--- config.mk ---
export PLATFORM = sky130hd
export DESIGN_NAME = cartridge_bank_mapper_irq
export DESIGN_NICKNAME = d
export VERILOG_FILES = /design/src/rtl/core/cbmi_pkg.sv /design/src/rtl/core/cartridge_bank_mapper_irq.sv
export VERILOG_INCLUDE_DIRS = /design/src /design/src/rtl/core
export SDC_FILE = /design/constraint.sdc
export NUM_CORES = 1
export LEC_CHECK = 0
export BUFFER_PORTS_ARGS = -buffer_cell sky130_fd_sc_hd__buf_2
export CAP_MARGIN = 10
export CORE_AREA = 8 8 146 148
export CTS_BUF_LIST = sky130_fd_sc_hd__clkbuf_2
export DETAILED_ROUTE_END_ITERATION = 7
export DIE_AREA = 0 0 154 156
export GPL_TIMING_DRIVEN = 1
export MAX_ROUTING_LAYER = met4
export PLACE_DENSITY_LB_ADDON = 0.08
export SYNTH_ARGS = -nofsm -noshare
export SYNTH_HDL_FRONTEND = slang
export SYNTH_SLANG_ARGS = --single-unit
--- constraint.sdc ---
create_clock -name clk -period 2.35 [get_ports clk]
set_input_delay 0.235 -clock clk [delete_from_list [all_inputs] [get_ports clk]]
set_output_delay 0.235 -clock clk [all_outputs]
set_load 0.02 [all_outputs]
--- src/rtl/core/cartridge_bank_mapper_irq_assert.svh ---
// Assertion macros shared by the mapper RTL.
`ifndef CARTRIDGE_BANK_MAPPER_IRQ_ASSERT_SVH
`define CARTRIDGE_BANK_MAPPER_IRQ_ASSERT_SVH

// Same-cycle implication, checked on every rising edge outside reset.
`define CBMI_ASSERT_NOW(label, ante, cons, msg) \
  label: assert property (@(posedge clk) disable iff (rst) (ante) |-> (cons)) \
    else $error(msg);

// Next-cycle implication, checked on every rising edge outside reset.
`define CBMI_ASSERT_NEXT(label, ante, cons, msg) \
  label: assert property (@(posedge clk) disable iff (rst) (ante) |=> (cons)) \
    else $error(msg);

`endif

--- src/rtl/core/cbmi_pkg.sv ---
`default_nettype none
package cbmi_pkg;

  // Kinds of input word.
  typedef enum logic [2:0] {
    KIND_TICK      = 3'd0,
    KIND_CPU_READ  = 3'd1,
    KIND_CPU_WRITE = 3'd2,
    KIND_PPU_READ  = 3'd3,
    KIND_PPU_WRITE = 3'd4
  } kind_t;

  // Target memory of a translated access.
  typedef enum logic [2:0] {
    TGT_NONE = 3'd0,
    TGT_PRG  = 3'd1,
    TGT_RAM  = 3'd2,
    TGT_CHR  = 3'd3,
    TGT_NT   = 3'd4,
    TGT_OPEN = 3'd5,
    TGT_REG  = 3'd6
  } target_t;

  // Command indexes selected through the 0x8000 region.
  localparam logic [3:0] CMD_PRG0     = 4'd8;
  localparam logic [3:0] CMD_MIRROR   = 4'd12;
  localparam logic [3:0] CMD_IRQ_CTRL = 4'd13;
  localparam logic [3:0] CMD_CNT_LO   = 4'd14;
  localparam logic [3:0] CMD_CNT_HI   = 4'd15;

  // Configuration register indexes.
  localparam logic CFG_PRG_SIZE = 1'b0;
  localparam logic CFG_CHR_SIZE = 1'b1;

  // Reset values and legal ranges of the size registers.
  localparam logic [4:0] PRG_LOG2_RESET = 5'd17;
  localparam logic [4:0] CHR_LOG2_RESET = 5'd18;
  localparam logic [4:0] PRG_LOG2_MIN   = 5'd13;
  localparam logic [4:0] PRG_LOG2_MAX   = 5'd19;
  localparam logic [4:0] CHR_LOG2_MIN   = 5'd10;
  localparam logic [4:0] CHR_LOG2_MAX   = 5'd18;

  // CPU address regions (top three address bits).
  localparam logic [2:0] REGION_RAM  = 3'b011;
  localparam logic [2:0] REGION_CMD  = 3'b100;
  localparam logic [2:0] REGION_LOAD = 3'b101;
  localparam logic [2:0] REGION_C000 = 3'b110;

  typedef struct packed {
    logic [2:0]  kind;
    logic [15:0] bus_addr;
    logic [7:0]  write_data;
  } in_item_t;

  typedef struct packed {
    target_t     target;
    logic [18:0] mapped_addr;
    logic        mem_write;
    logic        irq_line;
  } out_item_t;

endpackage
`default_nettype wire

--- src/rtl/core/cartridge_bank_mapper_irq.sv ---
`default_nettype none
// Bank-switching cartridge mapper with a 16-bit down-counting interrupt.
// Each input word is a tick, a CPU access or a PPU access; each gives one
// output word with the target memory, the translated address, a store flag
// and the interrupt level after the word. One word is taken every clock while
// the output is free: translation and register updates form one combinational
// pass from the input handshake into the output register; a word can enter
// in the same cycle that the previous result is taken. The user must
// write the size registers through the config port while idle; not enforced.
module cartridge_bank_mapper_irq (
  input  wire                   clk,
  input  wire                   rst,
  input  wire                   in_valid,
  output logic                  in_ready,
  input  wire cbmi_pkg::in_item_t in_data,
  output logic                  out_valid,
  input  wire                   out_ready,
  output cbmi_pkg::out_item_t   out_data,
  input  wire                   cfg_we,
  input  wire                   cfg_index,
  input  wire  [4:0]            cfg_data
);
  import cbmi_pkg::*;

  `include "cartridge_bank_mapper_irq_assert.svh"

  // Mapper state.
  logic [4:0]  prg_log2;
  logic [4:0]  chr_log2;
  logic [7:0]  chr_banks [8];
  logic [5:0]  prg_banks [4];
  logic        ram_selected;
  logic        ram_enabled;
  logic [1:0]  mirror_mode;
  logic [3:0]  command_index;
  logic [15:0] irq_count;
  logic        irq_enabled;
  logic        count_enabled;
  logic        irq_pending;

  logic        in_fire;
  logic [15:0] a;
  logic [7:0]  d;
  logic [2:0]  region;
  logic [13:0] p;
  logic [4:0]  prg_log2_c;
  logic [4:0]  chr_log2_c;
  logic [18:0] prg_mask;
  logic [17:0] chr_mask;
  logic [5:0]  cpu_bank;
  logic [7:0]  ppu_bank;
  logic [10:0] nt_addr;
  logic        is_cpu;
  logic        is_ppu;
  logic        cmd_write;
  logic        load_write;
  logic        tick_count;
  logic        wrap_hit;
  logic        ctrl_ack;
  logic        irq_pending_next;
  out_item_t   res;

  // The output register frees the input side whenever it is empty or drained.
  assign in_ready = !out_valid || out_ready;
  assign in_fire  = in_valid && in_ready;

  assign a      = in_data.bus_addr;
  assign d      = in_data.write_data;
  assign region = a[15:13];
  assign p      = a[13:0];
  assign is_cpu = (in_data.kind == KIND_CPU_READ) || (in_data.kind == KIND_CPU_WRITE);
  assign is_ppu = (in_data.kind == KIND_PPU_READ) || (in_data.kind == KIND_PPU_WRITE);

  // Clamp the size registers and build the address masks.
  always_comb begin
    if (prg_log2 < PRG_LOG2_MIN) prg_log2_c = PRG_LOG2_MIN;
    else if (prg_log2 > PRG_LOG2_MAX) prg_log2_c = PRG_LOG2_MAX;
    else prg_log2_c = prg_log2;
    if (chr_log2 < CHR_LOG2_MIN) chr_log2_c = CHR_LOG2_MIN;
    else if (chr_log2 > CHR_LOG2_MAX) chr_log2_c = CHR_LOG2_MAX;
    else chr_log2_c = chr_log2;
    prg_mask = ~(19'h7ffff << prg_log2_c);
    chr_mask = ~(18'h3ffff << chr_log2_c);
  end

  // CPU bank for the selected 8 KB window.
  always_comb begin
    case (region)
      REGION_RAM:  cpu_bank = prg_banks[0];
      REGION_CMD:  cpu_bank = prg_banks[1];
      REGION_LOAD: cpu_bank = prg_banks[2];
      REGION_C000: cpu_bank = prg_banks[3];
      default:     cpu_bank = prg_mask[18:13];
    endcase
  end

  assign ppu_bank = chr_banks[p[12:10]];

  // Nametable mirroring onto the 2 KB RAM.
  always_comb begin
    case (mirror_mode)
      2'd0:    nt_addr = p[10:0];
      2'd1:    nt_addr = {p[11], p[9:0]};
      2'd2:    nt_addr = {1'b0, p[9:0]};
      default: nt_addr = {1'b1, p[9:0]};
    endcase
  end

  assign cmd_write  = (in_data.kind == KIND_CPU_WRITE) && (region == REGION_CMD);
  assign load_write = (in_data.kind == KIND_CPU_WRITE) && (region == REGION_LOAD);
  assign tick_count = (in_data.kind == KIND_TICK) && count_enabled;
  assign wrap_hit   = tick_count && (irq_count == 16'h0000) && irq_enabled;
  assign ctrl_ack   = load_write && (command_index == CMD_IRQ_CTRL);

  // Translate the access into a target and an address.
  always_comb begin
    res.target      = TGT_NONE;
    res.mapped_addr = '0;
    res.mem_write   = 1'b0;
    res.irq_line    = irq_pending_next;
    if (is_cpu) begin
      if (region == REGION_RAM) begin
        if (!ram_selected) begin
          if (in_data.kind == KIND_CPU_READ) begin
            res.target      = TGT_PRG;
            res.mapped_addr = {cpu_bank, a[12:0]} & prg_mask;
          end
        end else if (ram_enabled) begin
          res.target      = TGT_RAM;
          res.mapped_addr = {6'd0, a[12:0]};
          res.mem_write   = (in_data.kind == KIND_CPU_WRITE);
        end else if (in_data.kind == KIND_CPU_READ) begin
          res.target = TGT_OPEN;
        end
      end else if (a[15]) begin
        if (in_data.kind == KIND_CPU_READ) begin
          res.target      = TGT_PRG;
          res.mapped_addr = {cpu_bank, a[12:0]} & prg_mask;
        end else if (cmd_write || load_write) begin
          res.target = TGT_REG;
        end
      end
    end else if (is_ppu) begin
      if (!p[13]) begin
        if (in_data.kind == KIND_PPU_READ) begin
          res.target      = TGT_CHR;
          res.mapped_addr = {1'b0, {ppu_bank, p[9:0]} & chr_mask};
        end
      end else if (p[13:8] != 6'h3f) begin
        res.target      = TGT_NT;
        res.mapped_addr = {8'd0, nt_addr};
        res.mem_write   = (in_data.kind == KIND_PPU_WRITE);
      end
    end
  end

  // Interrupt request after this word.
  always_comb begin
    irq_pending_next = irq_pending;
    if (wrap_hit) irq_pending_next = 1'b1;
    if (ctrl_ack) irq_pending_next = 1'b0;
  end

  // Size registers from the config port.
  always_ff @(posedge clk) begin
    if (rst) begin
      prg_log2 <= PRG_LOG2_RESET;
      chr_log2 <= CHR_LOG2_RESET;
    end else if (cfg_we) begin
      if (cfg_index == CFG_PRG_SIZE) prg_log2 <= cfg_data;
      if (cfg_index == CFG_CHR_SIZE) chr_log2 <= cfg_data;
    end
  end

  // Mapper registers, counter and interrupt.
  always_ff @(posedge clk) begin
    if (rst) begin
      for (int i = 0; i < 8; i++) chr_banks[i] <= '0;
      for (int i = 0; i < 4; i++) prg_banks[i] <= '0;
      ram_selected  <= 1'b0;
      ram_enabled   <= 1'b0;
      mirror_mode   <= 2'd0;
      command_index <= 4'd0;
      irq_count     <= 16'd0;
      irq_enabled   <= 1'b0;
      count_enabled <= 1'b0;
      irq_pending   <= 1'b0;
    end else if (in_fire) begin
      irq_pending <= irq_pending_next;
      if (tick_count) irq_count <= irq_count - 16'd1;
      if (cmd_write) command_index <= d[3:0];
      if (load_write) begin
        if (!command_index[3]) begin
          chr_banks[command_index[2:0]] <= d;
        end else begin
          case (command_index)
            CMD_PRG0: begin
              prg_banks[0] <= d[5:0];
              ram_selected <= d[6];
              ram_enabled  <= d[7];
            end
            CMD_MIRROR: mirror_mode <= d[1:0];
            CMD_IRQ_CTRL: begin
              irq_enabled   <= d[0];
              count_enabled <= d[7];
            end
            CMD_CNT_LO: irq_count <= {irq_count[15:8], d};
            CMD_CNT_HI: irq_count <= {d, irq_count[7:0]};
            default: prg_banks[command_index[1:0]] <= d[5:0];
          endcase
        end
      end
    end
  end

  // Output register.
  always_ff @(posedge clk) begin
    if (rst) begin
      out_valid <= 1'b0;
    end else if (in_fire) begin
      out_valid <= 1'b1;
    end else if (out_ready) begin
      out_valid <= 1'b0;
    end
  end

  always_ff @(posedge clk) begin
    if (in_fire) out_data <= res;
  end

  // A counter wrap with the interrupt enabled raises the request.
  `CBMI_ASSERT_NEXT(a_wrap_raises, in_fire && wrap_hit, irq_pending, "wrap missed the request")
  // Writing the interrupt control register acknowledges the request.
  `CBMI_ASSERT_NEXT(a_ctrl_acks, in_fire && ctrl_ack, !irq_pending, "request not acknowledged")
  // The counter moves only when a word is taken.
  `CBMI_ASSERT_NEXT(a_count_hold, !in_fire, $stable(irq_count), "counter moved while idle")
  // A waiting result always shows the current interrupt level.
  `CBMI_ASSERT_NOW(a_irq_match, out_valid, out_data.irq_line == irq_pending, "stale irq level")

endmodule
`default_nettype wire
==> results.yml <==
worst_setup_path:
  worstPathMaxFanout: 11
  r2r_slack_ns: 0.29
  required_ns: 2.96
  endpoint: "irq_count[15]$_SDFFE_PP0P_"
  startpoint_type: "register"
  critPathLaunch: "command_index[0]$_SDFFE_PP0P_"
  crit_type: "register to register"
  worstSetupEndpointType: "register"
  r2r-end: "irq_count[15]$_SDFFE_PP0P_"
  r2r-start: "command_index[0]$_SDFFE_PP0P_"
  reg2reg_depth: 4
  critPathArrivalTime_ns: 2.67
die:
  die_x_um: 154
  dieArea_um2: 24000
  std_cell_rows: 51
  die_h_um: 156
  core-area_um2: 19100
  ios: 64
  initial_core_util_pct: 39.2
power:
  internal-power_uw: 3850
  p_switching_uw: 1370
  pwr_density_cell_nw_per_um2: 590
  netSwitchingFraction_pct: 26.3
  finalPower_uw: 5230
  ir_drop_v: 0.000320
  cellLeakagePower_uw: 0.00339
  clockPowerShare_pct: 32.8
  seqPwrFrac_pct: 56.8
  pwr-share-comb_pct: 10.4
yosys:
  synth_cells: 658
  synth_top_area_cell: "edfxtp_1"
  synth.yosys.seq_area_share_pct: 55.2
  post-synth-top-count-cell: "edfxtp_1"
  async_flop_share_pct: 0
  yosysTopAreaCellShare_pct: 45.0
  synthTopCellsByArea: "edfxtp_1, dfxtp_1, and2_1, mux4_2, mux2i_1"
  synth_area_per_cell_um2: 11.4
  yosys-top-cells-count: "edfxtp_1, and2_1, nand2_1"
  synth.distinct_cells: 76
  synthesis.area_um2: 7470
  ys_ff_latch: 150
  yosys_warnings: 0
  synth_edf_count: 112
  ys.flop_type: "edfxtp_1"
  synthesis.nets: 697
place:
  dpl_cell_area_um2: 8170
  hpwl_um: 14800
  portBuffers: 63
  gp_congestion: 0.877
  dpl.cell_count: 955
hold_path:
  hp-class: "input port to register"
  hold_start: "in_data[23]"
sta:
  hold_viol_final: 0
  rsz0062_at_grt: "false"
  period_needed_ns: 2.06
  worstMarginPinSlew_ns: 0.693
  finalCritPeriodShare_pct: 87.7
  slew_violations: 0
  setup_violations: 0
  fin_setup_tns_ns: 0
  slew_headroom_pct: 53.4
  fin_skew_ns: 0.0318
  fmax_mhz: 485
cells_and_area:
  fin_area_um2: 8860
  syn_to_final_growth_pct: 18.6
  fin_util_pct: 46.5
  nets: 815
  fin_cells: 1028
  drive_gt1_share_pct: 23.2
clocking:
  clkSinkCount: 150
  cts_made_buffers: 17
  cts_resized: 0
  clkLatencyLatePin_ns: 0.71
  htree_levels: 4
  cts_tree: "done"
  ctsRootBufferMaster: "clkbuf_2"
  clkTransAtPathRegs_ns: 0.23
  cts_max_path_buffers: 2
drt:
  vias: 5619
  wl_um: 20500
  via_per_inst: 5.47
  drt_iter0_markers: 436
  wl_per_cell_um: 20.0
  drc: 0
  final_antenna_net_count: 0
  first_pass_iters: 7
global_route:
  grt_pass1_wl_um: 32600
  grt_max_degree: 24
  track_usage_pct: 18.0
  met2_usage_pct: 28.6
  antenna_found_initial: 1
  grt_util_met1_pct: 22.7
  overflow: 0
  top_usage_layer: "met2"
  grt_pass1_vias: 5722
  grt_use_met3_pct: 4.10
status:
  run_status: "finished clean"
flow_run:
  drv_cap: 0
-- metrics by stage --
stage | setup WS, ns | hold WS [ns]
finish | 0.290 | 0.0740
global route | 0.0863 | 0.0280
CTS | 0.358 | 0.00612
detailed placement | 0.140 | 0.476
global placement | 0.159 | 0.475
floorplan | -0.0144 | 0.360
-- what timing repair did --
action / in CTS / in global routing
buffers inserted: 0 / 0
endpoints found under the hold margin: 54 / 10
hold buffers: 38 / 2
-- flip-flops by register name, summed over array words and instances (netlist names) --
register       flops
irq_count         16
prg_banks         24
prg_log2           5
command_index      4
chr_banks         64
chr_log2           5
out_data          24
ram_enabled        1
irq_enabled        1
out_valid          1
ram_selected       1
count_enabled      1
mirror_mode        2
irq_pending        1
-- power by group through the flow --
stage	clock network, µW	logic [µW]	registers (µW)
floorplan	0	265	3050
finish	1710	542	2970
global route	1860	590	2980
CTS	1740	545	2970
global placement	0	497	3030
detailed placement	0	500	3030
-- layer usage --
layer	share of wire, %	vias to the layer above
met2	47	165
met3	6.1	19
li1	-	2700
met4	1.9	0
met5	0	-
met1	45	2735
-- critical path, cell delays in order, from the launching register on --
cell and delay, ns:
dfxtp_1 0.63, inv_1 0.27, a21oi_1 0.56, o22ai_1 0.18
a311oi_1 0.33
-- layout by cell type (no fill, tap or decap), types with 4 or more instances in the layout --
cell / synthesis / layout
o22ai_1: 8 / 8
dlygate4sd3_1: 0 / 40
buf_4: 2 / 42
o21ai_0: 30 / 30
edfxtp_1: 112 / 112
o31ai_1: 4 / 4
or3_1: 5 / 5
and2_1: 65 / 65
nor3_1: 25 / 25
inv_1: 15 / 15
a21o_1: 7 / 7
nor4_1: 12 / 12
a31oi_1: 12 / 12
dfxtp_1: 38 / 38
a21oi_1: 32 / 32
or2_2: 6 / 6
nor2_1: 46 / 46
nand3_1: 20 / 20
nand2_1: 47 / 47
bufinv_16: 0 / 4
nand4_1: 4 / 4
mux2i_1: 23 / 23
mux4_2: 16 / 16
nand2b_1: 8 / 8
clkinvlp_4: 0 / 4
clkbuf_2: 2 / 17
and3_1: 5 / 5
buf_2: 11 / 63
-- kinds of logic after synthesis --
kind of cell / synth area share (%)
XOR/XNOR: 0.117
buffers and inverters: 3.93
adder cells (fa/ha/maj): 0.167
AO/OA/AOI/OAI: 10.8
multiplexers: 8.05
flip-flops: 55.2
AND/OR/NAND/NOR: 21.8
-- worst min path at each step --
stage                               endpoint  slack (ns)  cells past startpoint
2_1_floorplan       prg_log2[0]$_SDFFE_PP1P_        0.36                      2
3_3_place_gp        prg_log2[4]$_SDFFE_PP1P_        0.48                      3
3_5_place_dp        prg_log2[4]$_SDFFE_PP1P_        0.48                      3
4_1_cts        chr_banks[7][5]$_SDFFCE_PN0P_       0.006                      2
5_1_grt               out_data[14]$_DFFE_PP_        0.03                      3
6_report              out_data[21]$_DFFE_PP_        0.07                      3
-- layout make-up --
class / count / area [µm²]
multi-input combinational: 444 / 3050
clock buffer: 17 / 85.1
clock inverter: 15 / 203
antenna: 1 / 2.50
timing repair buffer: 145 / 1030
sequential: 150 / 4120
tap: 238 / 298
inverter: 18 / 67.6
fill: 1776 / 10200
No activity file was read; power rests on OpenSTA's default activity.
